<file path="src/hdl/efd_pkg.sv">
// Shared types and constants for the escaped frame deframer.
package efd_pkg;

  localparam int LEN_W  = 7;
  localparam int KIND_W = 3;

  localparam logic [7:0] CH_SOH = 8'h01;
  localparam logic [7:0] CH_EOT = 8'h04;
  localparam logic [7:0] CH_ESC = 8'h1B;

  localparam logic [KIND_W-1:0] K_DATA  = 3'd0;
  localparam logic [KIND_W-1:0] K_EMPTY = 3'd1;
  localparam logic [KIND_W-1:0] K_LONG  = 3'd2;
  localparam logic [KIND_W-1:0] K_OVF   = 3'd3;
  localparam logic [KIND_W-1:0] K_PROTO = 3'd4;
  localparam logic [KIND_W-1:0] K_DROP  = 3'd5;

  typedef enum logic [1:0] {
    FS_IDLE,
    FS_RUN,
    FS_DONE
  } front_state_t;

  typedef enum logic {
    BS_IDLE,
    BS_DRAIN
  } back_state_t;

  typedef enum logic [1:0] {
    OP_WRITE,  // store data at address len
    OP_EMIT,   // single result: kind, len
    OP_DRAIN   // send len stored bytes as a run
  } op_t;

  typedef struct packed {
    op_t               op;
    logic [KIND_W-1:0] kind;
    logic [7:0]        data;
    logic [LEN_W-1:0]  len;
  } cmd_t;

endpackage

</file>
<file path="src/hdl/escaped_frame_deframer.sv">
// Top level of the SOH/EOT/ESC byte-stuffed frame deframer.
//
//  channel   dir  handshake                     payload
//  s_axis    in   s_tvalid / s_tready           s_tdata[7:0] rx_byte
//  m_axis    out  m_tvalid / m_tready           tdata: payload_byte, frame_length;
//                                               tuser: kind; tlast: last
//  cfg       in   cfg_valid / cfg_ready (=1)    cfg_data[6:0] max_len
//
// A byte is taken every cycle while the 4-entry command queue has room.
// The back end stores each data byte and emits each single result as one beat; a frame
// drains as a run of beats from the payload memory, one beat per cycle while the output is free.
// rst is synchronous; it clears frame state, the queue and the output register.
// Output stalls back up through the queue to s_tready; max_len resets to 64.
module escaped_frame_deframer #(
  parameter int FRAME_CAPACITY = 64
) (
  input  logic        clk,
  input  logic        rst,
  input  logic        s_tvalid,
  output logic        s_tready,
  input  logic [7:0]  s_tdata,   // [7:0] rx_byte
  output logic        m_tvalid,
  input  logic        m_tready,
  output logic [15:0] m_tdata,   // [7:0] payload_byte, [14:8] frame_length, [15] zero
  output logic [2:0]  m_tuser,   // [2:0] kind
  output logic        m_tlast,
  input  logic        cfg_valid,
  output logic        cfg_ready,
  input  logic [6:0]  cfg_data
);
  import efd_pkg::*;

  cmd_t       q_cmd, q_head;
  logic       q_push, q_pop, q_full, q_empty;
  logic [7:0] out_byte;
  logic [6:0] out_len;

  assign cfg_ready = 1'b1;

  efd_front #(.FRAME_CAPACITY(FRAME_CAPACITY)) u_front (
    .clk      (clk),
    .rst      (rst),
    .in_valid (s_tvalid),
    .in_byte  (s_tdata),
    .in_ready (s_tready),
    .cfg_valid(cfg_valid),
    .cfg_data (cfg_data),
    .q_full   (q_full),
    .q_push   (q_push),
    .q_cmd    (q_cmd)
  );

  efd_fifo u_fifo (
    .clk     (clk),
    .rst     (rst),
    .push    (q_push),
    .push_cmd(q_cmd),
    .pop     (q_pop),
    .head    (q_head),
    .full    (q_full),
    .empty   (q_empty)
  );

  efd_back #(.FRAME_CAPACITY(FRAME_CAPACITY)) u_back (
    .clk      (clk),
    .rst      (rst),
    .head     (q_head),
    .empty    (q_empty),
    .pop      (q_pop),
    .out_valid(m_tvalid),
    .out_ready(m_tready),
    .out_kind (m_tuser),
    .out_byte (out_byte),
    .out_last (m_tlast),
    .out_len  (out_len)
  );

  assign m_tdata = {1'b0, out_len, out_byte};

  // error and status results are single beats
  a_single_last: assert property (@(posedge clk) disable iff (rst)
    m_tvalid && m_tuser != K_DATA |-> m_tlast)
    else $error("non-data beat without tlast");

  a_zero_byte: assert property (@(posedge clk) disable iff (rst)
    m_tvalid && m_tuser != K_DATA |-> m_tdata[7:0] == 8'h00)
    else $error("payload byte set on non-data beat");

  a_err_len: assert property (@(posedge clk) disable iff (rst)
    m_tvalid && (m_tuser == K_OVF || m_tuser == K_PROTO || m_tuser == K_DROP)
      |-> m_tdata[14:8] == 7'd0)
    else $error("frame length set on error beat");

  a_no_push_full: assert property (@(posedge clk) disable iff (rst)
    q_full |-> !q_push)
    else $error("command pushed into full queue");

endmodule

</file>
<file path="src/hdl/efd_front.sv">
// Front end: byte classification, frame state and command generation.
module efd_front #(
  parameter int FRAME_CAPACITY = 64
) (
  input  logic                clk,
  input  logic                rst,
  input  logic                in_valid,
  input  logic [7:0]          in_byte,
  output logic                in_ready,
  input  logic                cfg_valid,
  input  logic [6:0]          cfg_data,
  input  logic                q_full,
  output logic                q_push,
  output efd_pkg::cmd_t       q_cmd
);
  import efd_pkg::*;

  front_state_t     state, state_next;
  logic             esc, esc_next;
  logic [LEN_W-1:0] fill, fill_next;
  logic [LEN_W-1:0] max_len;
  logic             acc;
  logic             special;

  assign in_ready = !q_full;
  assign acc      = in_valid && !q_full;
  assign special  = (in_byte == CH_SOH) || (in_byte == CH_EOT) || (in_byte == CH_ESC);

  always_ff @(posedge clk) begin
    if (rst) begin
      state   <= FS_IDLE;
      esc     <= 1'b0;
      fill    <= '0;
      max_len <= LEN_W'(64);
    end else begin
      state <= state_next;
      esc   <= esc_next;
      fill  <= fill_next;
      if (cfg_valid) begin
        max_len <= cfg_data;
      end
    end
  end

  // next state
  always_comb begin
    state_next = state;
    esc_next   = esc;
    fill_next  = fill;
    if (acc) begin
      if (esc && !special) begin
        state_next = FS_IDLE;
        fill_next  = '0;
        esc_next   = 1'b0;
      end else if (!esc && in_byte == CH_SOH) begin
        fill_next  = '0;
        state_next = (state == FS_DONE) ? FS_IDLE : FS_RUN;
      end else if (!esc && in_byte == CH_EOT) begin
        if (state == FS_RUN) begin
          state_next = (fill > max_len) ? FS_DONE : FS_IDLE;
        end
      end else if (!esc && in_byte == CH_ESC) begin
        esc_next = 1'b1;
      end else begin
        // plain data or an escaped special byte
        esc_next = 1'b0;
        if (state == FS_RUN) begin
          if (fill >= LEN_W'(FRAME_CAPACITY)) begin
            state_next = FS_IDLE;
            fill_next  = '0;
          end else begin
            fill_next = fill + 1'b1;
          end
        end
      end
    end
  end

  // command to the back end
  always_comb begin
    q_push = 1'b0;
    q_cmd  = '{op: OP_EMIT, kind: K_DATA, data: 8'h00, len: '0};
    if (acc) begin
      if (esc && !special) begin
        q_push     = 1'b1;
        q_cmd.kind = K_PROTO;
      end else if (!esc && in_byte == CH_SOH) begin
        if (state == FS_DONE) begin
          q_push     = 1'b1;
          q_cmd.kind = K_DROP;
        end
      end else if (!esc && in_byte == CH_EOT) begin
        if (state == FS_RUN) begin
          q_push = 1'b1;
          if (fill > max_len) begin
            q_cmd.kind = K_LONG;
            q_cmd.len  = fill;
          end else if (fill == '0) begin
            q_cmd.kind = K_EMPTY;
          end else begin
            q_cmd.op  = OP_DRAIN;
            q_cmd.len = fill;
          end
        end
      end else if (!esc && in_byte == CH_ESC) begin
        q_push = 1'b0;
      end else begin
        if (state == FS_RUN) begin
          q_push = 1'b1;
          if (fill >= LEN_W'(FRAME_CAPACITY)) begin
            q_cmd.kind = K_OVF;
          end else begin
            q_cmd.op   = OP_WRITE;
            q_cmd.data = in_byte;
            q_cmd.len  = fill;
          end
        end
      end
    end
  end

endmodule

</file>
<file path="src/hdl/efd_fifo.sv">
// Short command queue between front and back end.
module efd_fifo (
  input  logic          clk,
  input  logic          rst,
  input  logic          push,
  input  efd_pkg::cmd_t push_cmd,
  input  logic          pop,
  output efd_pkg::cmd_t head,
  output logic          full,
  output logic          empty
);
  import efd_pkg::*;

  localparam int DEPTH = 4;
  localparam int PW    = 2;

  cmd_t        slots [DEPTH];
  logic [PW-1:0] wr_ptr, rd_ptr;
  logic [PW:0]   count;
  logic          do_push, do_pop;

  assign full    = (count == (PW+1)'(DEPTH));
  assign empty   = (count == '0);
  assign do_push = push && !full;
  assign do_pop  = pop && !empty;
  assign head    = slots[rd_ptr];

  always_ff @(posedge clk) begin
    if (rst) begin
      wr_ptr <= '0;
      rd_ptr <= '0;
      count  <= '0;
    end else begin
      if (do_push) begin
        wr_ptr <= wr_ptr + 1'b1;
      end
      if (do_pop) begin
        rd_ptr <= rd_ptr + 1'b1;
      end
      if (do_push && !do_pop) begin
        count <= count + 1'b1;
      end else if (do_pop && !do_push) begin
        count <= count - 1'b1;
      end
    end
  end

  always_ff @(posedge clk) begin
    if (do_push) begin
      slots[wr_ptr] <= push_cmd;
    end
  end

endmodule

</file>
<file path="src/hdl/efd_back.sv">
// Back end: payload store, run drain and output register.
module efd_back #(
  parameter int FRAME_CAPACITY = 64
) (
  input  logic          clk,
  input  logic          rst,
  input  efd_pkg::cmd_t head,
  input  logic          empty,
  output logic          pop,
  output logic          out_valid,
  input  logic          out_ready,
  output logic [2:0]    out_kind,
  output logic [7:0]    out_byte,
  output logic          out_last,
  output logic [6:0]    out_len
);
  import efd_pkg::*;

  localparam int AW = (FRAME_CAPACITY > 1) ? $clog2(FRAME_CAPACITY) : 1;

  back_state_t      state, state_next;
  logic [7:0]       mem [FRAME_CAPACITY];
  logic [7:0]       mem_q;
  logic [LEN_W-1:0] idx, cnt, idx_inc;
  logic             out_free;
  logic             we, rd_en, load, drain_start, drain_step, drain_last;
  logic [AW-1:0]    raddr;
  logic [KIND_W-1:0] load_kind;
  logic [7:0]       load_byte;
  logic [LEN_W-1:0] load_len;

  assign out_free   = !out_valid || out_ready;
  assign idx_inc    = idx + 1'b1;
  assign drain_last = (idx_inc == cnt);

  always_ff @(posedge clk) begin
    if (rst) begin
      state <= BS_IDLE;
    end else begin
      state <= state_next;
    end
  end

  // next state
  always_comb begin
    state_next = state;
    unique case (state)
      BS_IDLE: begin
        if (!empty && head.op == OP_DRAIN) begin
          state_next = BS_DRAIN;
        end
      end
      BS_DRAIN: begin
        if (out_free && drain_last) begin
          state_next = BS_IDLE;
        end
      end
      default: state_next = BS_IDLE;
    endcase
  end

  // outputs
  always_comb begin
    pop         = 1'b0;
    we          = 1'b0;
    rd_en       = 1'b0;
    raddr       = '0;
    load        = 1'b0;
    drain_start = 1'b0;
    drain_step  = 1'b0;
    load_kind   = head.kind;
    load_byte   = 8'h00;
    load_len    = head.len;
    unique case (state)
      BS_IDLE: begin
        if (!empty) begin
          unique case (head.op)
            OP_WRITE: begin
              pop = 1'b1;
              we  = 1'b1;
            end
            OP_EMIT: begin
              if (out_free) begin
                pop  = 1'b1;
                load = 1'b1;
              end
            end
            OP_DRAIN: begin
              pop         = 1'b1;
              rd_en       = 1'b1;
              drain_start = 1'b1;
            end
            default: pop = 1'b1;
          endcase
        end
      end
      BS_DRAIN: begin
        if (out_free) begin
          load       = 1'b1;
          load_kind  = K_DATA;
          load_byte  = mem_q;
          load_len   = cnt;
          drain_step = !drain_last;
          rd_en      = !drain_last;
          raddr      = idx_inc[AW-1:0];
        end
      end
      default: pop = 1'b0;
    endcase
  end

  always_ff @(posedge clk) begin
    if (we) begin
      mem[head.len[AW-1:0]] <= head.data;
    end
    if (rd_en) begin
      mem_q <= mem[raddr];
    end
    if (drain_start) begin
      idx <= '0;
      cnt <= head.len;
    end else if (drain_step) begin
      idx <= idx_inc;
    end
  end

  always_ff @(posedge clk) begin
    if (rst) begin
      out_valid <= 1'b0;
    end else if (load) begin
      out_valid <= 1'b1;
    end else if (out_ready) begin
      out_valid <= 1'b0;
    end
  end

  always_ff @(posedge clk) begin
    if (load) begin
      out_kind <= load_kind;
      out_byte <= load_byte;
      out_last <= (state == BS_DRAIN) ? drain_last : 1'b1;
      out_len  <= load_len;
    end
  end

endmodule

</file>
<file path="config.mk">
export PLATFORM = sky130hd
export DESIGN_NAME = escaped_frame_deframer
export DESIGN_NICKNAME = d
export VERILOG_FILES = /design/src/hdl/efd_pkg.sv /design/src/hdl/escaped_frame_deframer.sv /design/src/hdl/efd_front.sv /design/src/hdl/efd_fifo.sv /design/src/hdl/efd_back.sv
export SDC_FILE = /design/constraint.sdc
export NUM_CORES = 1
export LEC_CHECK = 0
export BUFFER_PORTS_ARGS = -buffer_cell sky130_fd_sc_hd__buf_2
export CAP_MARGIN = 20
export CORE_MARGIN = 1
export CORE_UTILIZATION = 35
export CTS_BUF_LIST = sky130_fd_sc_hd__clkbuf_8
export DETAILED_ROUTE_END_ITERATION = 16
export GPL_TIMING_DRIVEN = 0
export PLACE_DENSITY_LB_ADDON = 0.05
export SYNTH_ARGS = -nofsm -noshare
export SYNTH_HDL_FRONTEND = slang
export SYNTH_SLANG_ARGS = --single-unit
export TNS_END_PERCENT = 100
</file>
<file path="constraint.sdc">
create_clock -name clk -period 5.6 [get_ports clk]
set_input_delay 0.56 -clock clk [delete_from_list [all_inputs] [get_ports clk]]
set_output_delay 0.56 -clock clk [all_outputs]
set_load 0.005 [all_outputs]
</file>
======== Word-level counts from Yosys, hierarchy flattened ========
Memories as Yosys holds them, arrays and structs flattened. A register that Yosys moved wholly into a read port is not among the register bits.
Index checks and enable logic that the tools add are counted.
cells by class
  $add $sub $neg .......................... 6
  multiply operators ...................... 0
  divide/modulo/power cells ............... 0
  magnitude comparators ................... 2
  equality and inequality tests ........... 14
  shifts and indexed selects .............. 0
  mux-type cells .......................... 85
  bitwise logic cells ..................... 1
  reductions and logical operators ........ 33
operators with widths
  kind                   number
  $mux W7                12
  $mux W15               3
  $mux W20               2
  $mux W1                36
  $mux W2                15
  $mux W3                8
  $mux W19               1
  $add A7 B1 Y7 const B  2
  $mux W6                2
  $logic_and A1 B1 Y1    11
  $mux W5                2
  $eq A8 B1 Y1 const B   1
  $eq A8 B3 Y1 const B   1
  $eq A8 B5 Y1 const B   1
  $logic_not A1 Y1       8
  $mux W8                1
  $reduce_and A4 Y1      2
  $eq A7 B7 Y1           1
  $ge A7 B7 Y1 const B   1
  $gt A7 B7 Y1           1
  $logic_not A7 Y1       1
  $ne A3 B1 Y1 const B   2
  $pmux W1 S2            3
  $add A2 B1 Y2 const B  2
  16 further kinds       22
storage, ports and cells
  flip-flop bits (word level) ............. 59
  latch bits .............................. 0
  memory bits (writable) .................. 592
  ROM bits ................................ 0
  memories kept ........................... 2
memory list
  memory        words  bits a word  rd ports  clocked after Yosys merged registers in  wr ports  line            RTL
  u_back.mem    64     8            1         1                                        1         efd_back.sv:22  logic [7:0] mem [FRAME_CAPACITY];
  u_fifo.slots  4      20           1         1                                        1         efd_fifo.sv:17  cmd_t slots [DEPTH];

======== Longest topological paths before layout ========
Gate-level depths: netlist (run 1).
  depth in word-level cells ............... 12
  mapped depth ............................ 12

======== By module ========
A second synthesis (run 1) with hierarchy kept.
unflattened totals
  cells, all modules ...................... 1,811
  area total of the unflattened synthesis .. 27,377.5 µm²
modules (own cells, without submodules)
  module                  times used  cells an instance  area each (µm²)  sequential area each (µm²)
  efd_back                1           1,481              22,666.7         16,575.9
  efd_fifo                1           152                3,355.7          2,582.5
  efd_front               1           174                1,332.5          340.3
  escaped_frame_deframer  1           4                  22.5             0.0

======== Worst setup path before layout (run 1) ========
No wires, ideal clock.
  path kind ............................... input-to-reg
  from .................................... input s_tdata[5]
  to ...................................... register u_fifo.count[2]
  setup time .............................. 71 ps
  data arrival time ....................... 2,815 ps
  required time ........................... 5,529 ps
  setup slack ............................. 2,714 ps
  cell stages on the path ................. 10
  buffers on the path ..................... 0
  cell sequence ........................... nor4_1 and2_1 nand3_1 a31oi_2 ha_1 inv_1 fa_1 xor2_1 or3_1 a21oi_1
on the way
  word-level cells in the longest chain between the ends .. 11
  elaborated cells between the ends (all ways) .. 21
  those cells by class .................... 3 x eq/ne; 6 x mux; 12 x reduce/logical
RTL lines
  item                                                       line                               RTL
  from (decl)                                                escaped_frame_deframer.sv:21       input logic [7:0] s_tdata,
  $eq A8 B5 Y1 (tied with other cells)                       efd_front.sv:27, efd_front.sv:105
  $logic_and A1 B1 Y1 or $logic_or A1 B1 Y1 (tied branches)  efd_front.sv:105, efd_front.sv:27
  $mux W1 or $logic_or A1 B1 Y1 (tied branches)              efd_front.sv:105, efd_front.sv:27
  $mux W1 or $logic_not A1 Y1 (tied branches)                efd_front.sv:92, efd_front.sv:84
  $mux W1 or $logic_and A1 B1 Y1 (tied branches)             efd_front.sv:87, efd_front.sv:84
  $mux W1 *                                                  efd_front.sv:84                    if (esc && !special) begin
  $mux W1 *                                                  efd_front.sv:83                    if (acc) begin
  $logic_and A1 B1 Y1 *                                      efd_fifo.sv:24                     assign do_push = push && !full;
  named net u_fifo.do_push                                   efd_fifo.sv:20                     logic do_push, do_pop;
  $logic_not A1 Y1                                           efd_fifo.sv:42                     end else if (do_pop && !do_push) begin
  $logic_and A1 B1 Y1                                        efd_fifo.sv:42
  $reduce_bool A2 Y1 (no source line)                        -
  to (signal assigned)                                       efd_fifo.sv:41                     count <= count + 1'b1;
  to (signal assigned)                                       efd_fifo.sv:43                     count <= count - 1'b1;
  to (decl)                                                  efd_fifo.sv:19                     logic [PW:0] count;
The timed path passes the listed nets; every way through them passes the cells marked *.
A chain may end at the register's enable or synchronous reset.

======== Worst setup path after layout (run 1) ========
  from .................................... register u_back.idx[0]
  to ...................................... register u_back.mem_q[5] (read register of u_back.mem) (data pin)
on the way
  word-level cells in the longest chain between the ends .. 5
  elaborated cells between the ends (all ways) .. 7
  those cells by class .................... 1 x add/sub; 1 x eq/ne; 4 x mux; 1 x reduce/logical
RTL lines
  item                         line             RTL
  from (decl)                  efd_back.sv:24   logic [LEN_W-1:0] idx, cnt, idx_inc;
  from (signal assigned)       efd_back.sv:123  idx <= idx_inc;
  $add A7 B1 Y7 *              efd_back.sv:33   assign idx_inc = idx + 1'b1;
  named net u_back.idx_inc[1]  efd_back.sv:24
  $eq A7 B7 Y1                 efd_back.sv:34   assign drain_last = (idx_inc == cnt);
  $logic_not A1 Y1             efd_back.sv:104  rd_en = !drain_last;
  $mux W1                      efd_back.sv:98   if (out_free) begin
  $pmux W1 S2                  efd_back.sv:74   unique case (state)
  to (decl)                    efd_back.sv:23   logic [7:0] mem_q;
Marks and branches as above.

==> results.md, run 1 <==
* number of enable-type register cells in the synthesized netlist: 626
* number of buffers added by the clock tree synthesis step: 114
* mapped cell area: 0.0276 mm^2
* area added between synthesis and finish: 14.5%
* pin count of the biggest net entering global routing: 65
* combinational cell fraction of total power: 34.6%
* Post-Syn Area per Cell: 14.8 um^2
* total power divided by cell area: 507 mW/mm^2
* Placer Congestion: 0.975
* routed wire length per instance: 34.7 um
* routed wl met3: 9.52 mm
* post-cts resize count: 0
* area of the multi-input gates: 0.00740 mm^2
* #FFs+latches synth: 661
* post-layout min period: 5050 ps
* Max Cap Violations: 0
* TritonCTS clock tree: done
* Core Area: 0.0777 mm^2
* setup repair after global routing missed its margin: false
* top flip-flop cell by instance count after synthesis: sky130_fd_sc_hd__edfxtp_1
* HPWL after detailed placement: 72.2 mm
* Skew-Pair Late Insertion Delay: 780 ps
* endpoint of the worst register-to-register path: u_back.mem_q[5]
* switching power: 6400 uW
* standby leakage power: 0.0104 uW
* internal portion of total power: 9590 uW
* total number of vias: 18,381
* layout filler cell count: 7,274
* remaining global-route overflow: 0
* portion of the clock cycle consumed by the worst path in the final layout: 90.2%
* share of post-route cells with drive strength above 1: 17.4%
* slew at the pin closest to its max-slew limit: 1240 ps
* final-layout setup total negative slack: 0 ps
* number of design rule violations left after detail routing: 0
* highest routed metal layer: met5
* final core utilization: 40.6%
* post-CTS clock slew at the launch and capture registers of the worst setup and hold paths: 60 ps
* Tightest Hold Check Type: in -> reg
* startpoint of the lowest-slack hold path: cfg_data[4]
* Root Buffer Master: sky130_fd_sc_hd__clkbuf_8
* share of total power in the clock network: 26.6%
* pins over their slew limit: 0
* number of cell rows: 102
* IR drop worst, VDD: 0.218 mV
* aggregate global-route resource usage: 27.7%
* detailed-router iteration count before antenna repair: 5
* sequential-to-total area share from yosys stat: 70.8%
* Die Area: 0.0799 mm^2
* initial antenna violation count: 7
* crit start category: flip-flop
* Max Fclk: 198 MHz
* Worst Reg2Reg Path Length in Cells: 10
* clock sink count: 661
* cell type with the highest aggregate area in the netlist: sky130_fd_sc_hd__edfxtp_1
* count of different cell masters after synthesis: 89
* startpoint of the most critical register-to-register path: u_back.idx[0]
* outcome: completed
* Synthesized Nets: 1,894
* leading post-synthesis cells by instance count: sky130_fd_sc_hd__edfxtp_1, sky130_fd_sc_hd__nand2_1, sky130_fd_sc_hd__nor2_1
* Starting Density: 35.5%
* vias in the first global route: 17,679
* data arrival time of the worst path: 5520 ps
* Post-synth ARST share: 0%
* DIE WIDTH: 283 um
* Finish-stage setup viols: 0
* worst path required time: 6070 ps
* switching share of power: 40.0%
* number of H-tree levels: 3
* number of warnings printed during yosys synthesis: 0
* worst setup path class: reg -> reg
* worst hold path endpoint: u_front.max_len[4]
* worst hold path cell count: 3
* detailed router's first-iteration violation count: 2,396
* height of the die: 283 um
* Port Buf Inserts: 39
* Total Nets Final: 2,067
* cell with the most instances after synthesis: sky130_fd_sc_hd__edfxtp_1
* cells after synthesis: 1,858
* setup slack of the worst register-to-register path: 550 ps
* Worst setup EP type: flip-flop
* global-route wire length before repair: 149 mm
* postcts setup bufs: 0
* count of antenna-violating nets left after detailed routing: 0
* amount of wire on met2 after detailed routing: 50.0 mm
* Post-Route WL: 110 mm
* routed length on met1: 45.6 mm
* worst rel slew slack: 17.2%
* number of vias per cell after detailed routing: 5.80
* worst-case clock buffer depth: 3
* post-route clock skew: 65.8 ps
* largest cells by area after synthesis: sky130_fd_sc_hd__edfxtp_1, sky130_fd_sc_hd__mux4_2, sky130_fd_sc_hd__dfxtp_1
* relative contribution of sequential cells to total power: 38.8%
* top fanout value on the critical path: 10
* # IOs: 43
* proportion of netlist area held by the largest area contributor: 68.2%
* Final Hold Violating Endpoints: 0
* footprint of the flip-flops and latches: 0.0195 mm^2
stage by stage:
| stage | power [uW] | hold WS [ps] | instances | worst slack [ps] | area (um^2) |
|---|---|---|---|---|---|
| 3_5_place_dp | 11700 | 499 | 2952 | 668 | 29300 |
| 6_report | 16000 | 63.9 | 3170 | 551 | 31500 |
| 3_3_place_gp | 11900 | 480 | 2937 | 464 | 29100 |
| 5_1_grt | 16300 | 77.2 | 3168 | 680 | 31500 |
| 2_1_floorplan | 8970 | 460 | 1858 | 2710 | 27600 |
| 4_1_cts | 15900 | 5.32 | 3165 | 629 | 31500 |
worst max path at each step:
stage	cells past startpoint	from	slack [ps]	endpoint
floorplan	10	s_tdata[5]	2710	u_fifo.count[2]
global placement	9	u_back.idx[0]	460	u_back.mem_q[5]
detailed placement	10	u_back.idx[0]	670	u_back.mem_q[5]
CTS	10	u_back.idx[0]	630	u_back.mem_q[5]
global route	9	u_back.idx[0]	680	u_back.mem_q[1]
finish	10	u_back.idx[0]	550	u_back.mem_q[5]
layout make-up:
class                   instances  share of cell area, %
repair buffers                 57                   1.50
plain buffers                 117                   1.86
clock inverters                92                   1.66
inverters                      25                  0.298
flip-flops and latches        661                   61.8
diodes                          3                 0.0238
well taps                    1040                   4.13
clock buffers                 120                   5.24
multi-input cells            1055                   23.5
layer usage:
layer	up-vias	global-route usage (%)
li1	7632	-
met3	225	6.09
met4	2	11.0
met5	-	0
met2	1045	43.0
met1	9477	37.6
registers in the layout, summed over array words and instances (netlist names), 3 cells and up, named ones only:
signal,count
u_back.out_len,7
u_back.out_byte,8
u_back.mem,512
u_back.idx,7
u_back.out_kind,3
u_front.fill,7
u_front.max_len,7
u_back.mem_q,8
u_back.cnt,7
u_fifo.count,3
u_fifo.slots,80
power groups by stage:
stage	clock (uW)	combinational, uW	sequential [uW]
after detailed placement	0	5380	6300
after global routing	4510	5580	6220
after global placement	0	5530	6330
after CTS	4320	5390	6200
final	4260	5530	6200
after floorplan	0	2680	6290
cells by family (layout without fill, tap and decap cells):
group | Yosys count | after routing | share of synthesized area, %
simple gates | 542 | 542 | 9.48
other cells | 2 | 5 | 0.0273
mux | 127 | 127 | 6.67
xor+xnor | 26 | 26 | 1.07
buf+inv | 142 | 411 | 2.47
compound gates | 342 | 342 | 8.78
flops | 661 | 661 | 70.8
fa+ha+maj | 16 | 16 | 0.754
cell usage in the layout, fill, tap and decap left out, drive strengths merged, types with 58 or more instances in the layout:
master	netlist	final
nand3	61	61
o21ai	65	65
nor2	148	148
mux2i	62	62
nand2	148	148
clkbuf	41	163
buf	76	130
edfxtp	626	626
a21oi	58	58
inv	25	66
worst max-delay path: stages, from the launching register on:
cell and delay [ps]:
sky130_fd_sc_hd__dfxtp_1 390, sky130_fd_sc_hd__ha_1 310, sky130_fd_sc_hd__buf_2 340, sky130_fd_sc_hd__buf_2 390, sky130_fd_sc_hd__buf_2 500, sky130_fd_sc_hd__buf_2 600
sky130_fd_sc_hd__clkbuf_1 870, sky130_fd_sc_hd__nor2_1 130, sky130_fd_sc_hd__o21ai_0 370, sky130_fd_sc_hd__a21oi_1 220, sky130_fd_sc_hd__o32ai_1 620
timing repair:
action | in CTS | in global routing
endpoints found under the hold margin | 1 | 0
hold buffers | 1 | 0
endpoints found under the setup margin | 0 | 0
Note: power is estimated with default switching activity, not from simulation.
==> run 2, diff against run 1 <==
Settings changed: CELL_PAD_IN_SITES_DETAIL_PLACEMENT set to 0, CELL_PAD_IN_SITES_GLOBAL_PLACEMENT set to 2.
==> results.md, run 2 (same netlist as run 1, synthesis figures left out) <==
* outcome: completed
* Port Buf Inserts: 39
* number of buffers and inverters on the critical path: 5
* Total Nets Final: 2,087
* TritonCTS clock tree: done
* final-layout setup total negative slack: 0 ps
* Tightest Hold Check Type: in -> reg
* remaining global-route overflow: 0
* total placed cells including tap cells: 2,969
* post-cts resize count: 0
* area of the multi-input gates: 0.00739 mm^2
* HPWL after detailed placement: 76.3 mm
* number of cell rows: 102
* most common cell after layout, fill and taps aside: sky130_fd_sc_hd__edfxtp_1
* number of buffers added by the clock tree synthesis step: 115
* share of post-route cells with drive strength above 1: 18.0%
* routed length on met1: 47.4 mm
* cells along the critical path: ha_1 -> buf_2 -> buf_2 -> buf_2 -> buf_2 -> clkbuf_1 -> nor2_1 -> o21ai_0 -> a21oi_1 -> o32ai_1
* number of H-tree levels: 3
* aggregate global-route resource usage: 28.0%
* most used cells in the layout excluding fill and tap cells: sky130_fd_sc_hd__edfxtp_1, sky130_fd_sc_hd__nand2_1, sky130_fd_sc_hd__nor2_1, sky130_fd_sc_hd__clkbuf_8, sky130_fd_sc_hd__buf_2
* Finish-stage setup viols: 0
* internal portion of total power: 9660 uW
* DIE WIDTH: 283 um
* hold buffer count at cts: 0
* switching share of power: 40.5%
* cell seen most often among critical-path stages: sky130_fd_sc_hd__buf_2
* total number of vias: 18,380
* amount of wire on met2 after detailed routing: 49.1 mm
* postcts setup bufs: 0
* post-layout min period: 5370 ps
* worst path required time: 6040 ps
* worst-case clock buffer depth: 3
* post-CTS clock slew at the launch and capture registers of the worst setup and hold paths: 60 ps
* Skew-Pair Late Insertion Delay: 750 ps
* share of total power in the clock network: 25.8%
* footprint of the flip-flops and latches: 0.0195 mm^2
* total chip power: 16,200 uW
* height of the die: 283 um
* setup slack of the worst register-to-register path: 230 ps
* setup repair after global routing missed its margin: false
* routed wire length per instance: 34.9 um
* portion of the clock cycle consumed by the worst path in the final layout: 95.9%
* number of vias per cell after detailed routing: 5.75
* endpoint of the worst register-to-register path: u_back.mem_q[5]
* Starting Density: 35.5%
* Final Non-Filler Cells: 3,194
* top fanout value on the critical path: 10
* switching power: 6580 uW
* Worst Reg2Reg Path Length in Cells: 10
* Final Hold Violating Endpoints: 0
* global-route wire length before repair: 150 mm
* critical path's slowest cell: sky130_fd_sc_hd__clkbuf_1
* Stages on worst setup path: 10
* area added between synthesis and finish: 15.0%
* clock sink count: 661
* count of antenna-violating nets left after detailed routing: 0
* startpoint of the most critical register-to-register path: u_back.idx[0]
* flip-flop count of the largest register, all copies and words added: 512
* combinational cell fraction of total power: 35.9%
* Max Cap Violations: 0
* crit start category: flip-flop
* worst rel slew slack: 14.7%
* number of design rule violations left after detail routing: 0
* IR drop worst, VDD: 0.397 mV
* Core Area: 0.0777 mm^2
* layout filler cell count: 7,307
* worst hold path cell count: 3
* initial antenna violation count: 10
* detailed router's first-iteration violation count: 2,563
* standby leakage power: 0.0104 uW
* Max Fclk: 186 MHz
* Placer Congestion: 0.935
* max incr delay on CP: 860 ps
* relative contribution of sequential cells to total power: 38.2%
* worst hold path endpoint: u_front.max_len[6]
* Post-Route WL: 111 mm
* Die Area: 0.0799 mm^2
* startpoint of the lowest-slack hold path: cfg_data[6]
* post-route clock skew: 57.0 ps
* Root Buffer Master: sky130_fd_sc_hd__clkbuf_8
* slew at the pin closest to its max-slew limit: 1280 ps
* pins over their slew limit: 0
* kind of cell adding the most delay to the critical path: buffers and inverters
* pin count of the biggest net entering global routing: 65
* Worst setup EP type: flip-flop
* worst setup path class: reg -> reg
* detailed-router iteration count before antenna repair: 6
* routed wl met3: 11.0 mm
* vias in the first global route: 17,660
* highest routed metal layer: met5
* total power divided by cell area: 512 mW/mm^2
* # IOs: 43
* data arrival time of the worst path: 5810 ps
run 2: cell types whose count changed in the layout (fill, tap and decap cells not counted), moves of 5 or more:
cell	before	now
sky130_fd_sc_hd__clkinv_1	28	41
sky130_fd_sc_hd__inv_1	63	55
sky130_fd_sc_hd__buf_4	7	13
sky130_fd_sc_hd__buf_6	10	16
sky130_fd_sc_hd__buf_8	2	8
sky130_fd_sc_hd__diode_2	3	8
run 2: layout make-up:
| class | instances | area share (%) |
|---|---|---|
| flip-flops and latches | 661 | 61.5 |
| well taps | 1040 | 4.10 |
| inverters | 25 | 0.296 |
| multi-input cells | 1055 | 23.3 |
| plain buffers | 117 | 1.85 |
| diodes | 8 | 0.0631 |
| clock inverters | 95 | 1.58 |
| clock buffers | 117 | 5.08 |
| repair buffers | 76 | 2.19 |
run 2: how the worst max path moves through the flow:
stage             startpoint              end  slack [ps]
4_1_cts        u_back.idx[0]  u_back.mem_q[2]         350
3_3_place_gp   u_back.idx[0]  u_back.mem_q[2]         -50
6_report       u_back.idx[0]  u_back.mem_q[5]         230
3_5_place_dp   u_back.idx[0]  u_back.mem_q[2]         370
2_1_floorplan     s_tdata[5]  u_fifo.count[2]        2710
5_1_grt        u_back.idx[0]  u_back.mem_q[1]         140
run 2: through the flow:
step	util, %	area (um^2)	hold slack (ps)	setup WS (ps)
floorplan	-	27600	460	2710
global placement	37.4	29100	482	-53.8
detailed placement	37.9	29500	491	372
CTS	40.6	31600	12.1	351
global route	40.8	31700	37.5	142
finish	40.8	31700	60.9	230
run 2: metal layers:
layer | GRT usage [%] | vias to the layer above
li1 | - | 7681
met1 | 39.3 | 9540
met2 | 42.0 | 968
met3 | 7.47 | 189
met4 | 9.37 | 2
met5 | 0 | -
run 2: worst reg2reg max path, delay by kind of cell, from the launching register on:
| family | cells | cell delay, ps |
|---|---|---|
| adder cells (fa/ha/maj) | 1 | 250 |
| flip-flops | 1 | 730 |
| AND/OR/NAND/NOR | 1 | 110 |
| AO/OA/AOI/OAI | 3 | 1090 |
| buffers and inverters | 5 | 2910 |
run 2: power by group through the flow:
stage | clock [uW] | combinational [uW] | sequential (uW)
after floorplan | 0 | 2680 | 6290
after global placement | 0 | 5520 | 6330
after detailed placement | 0 | 5690 | 6310
after CTS | 4260 | 5700 | 6210
after global routing | 4460 | 5930 | 6230
final | 4190 | 5840 | 6210
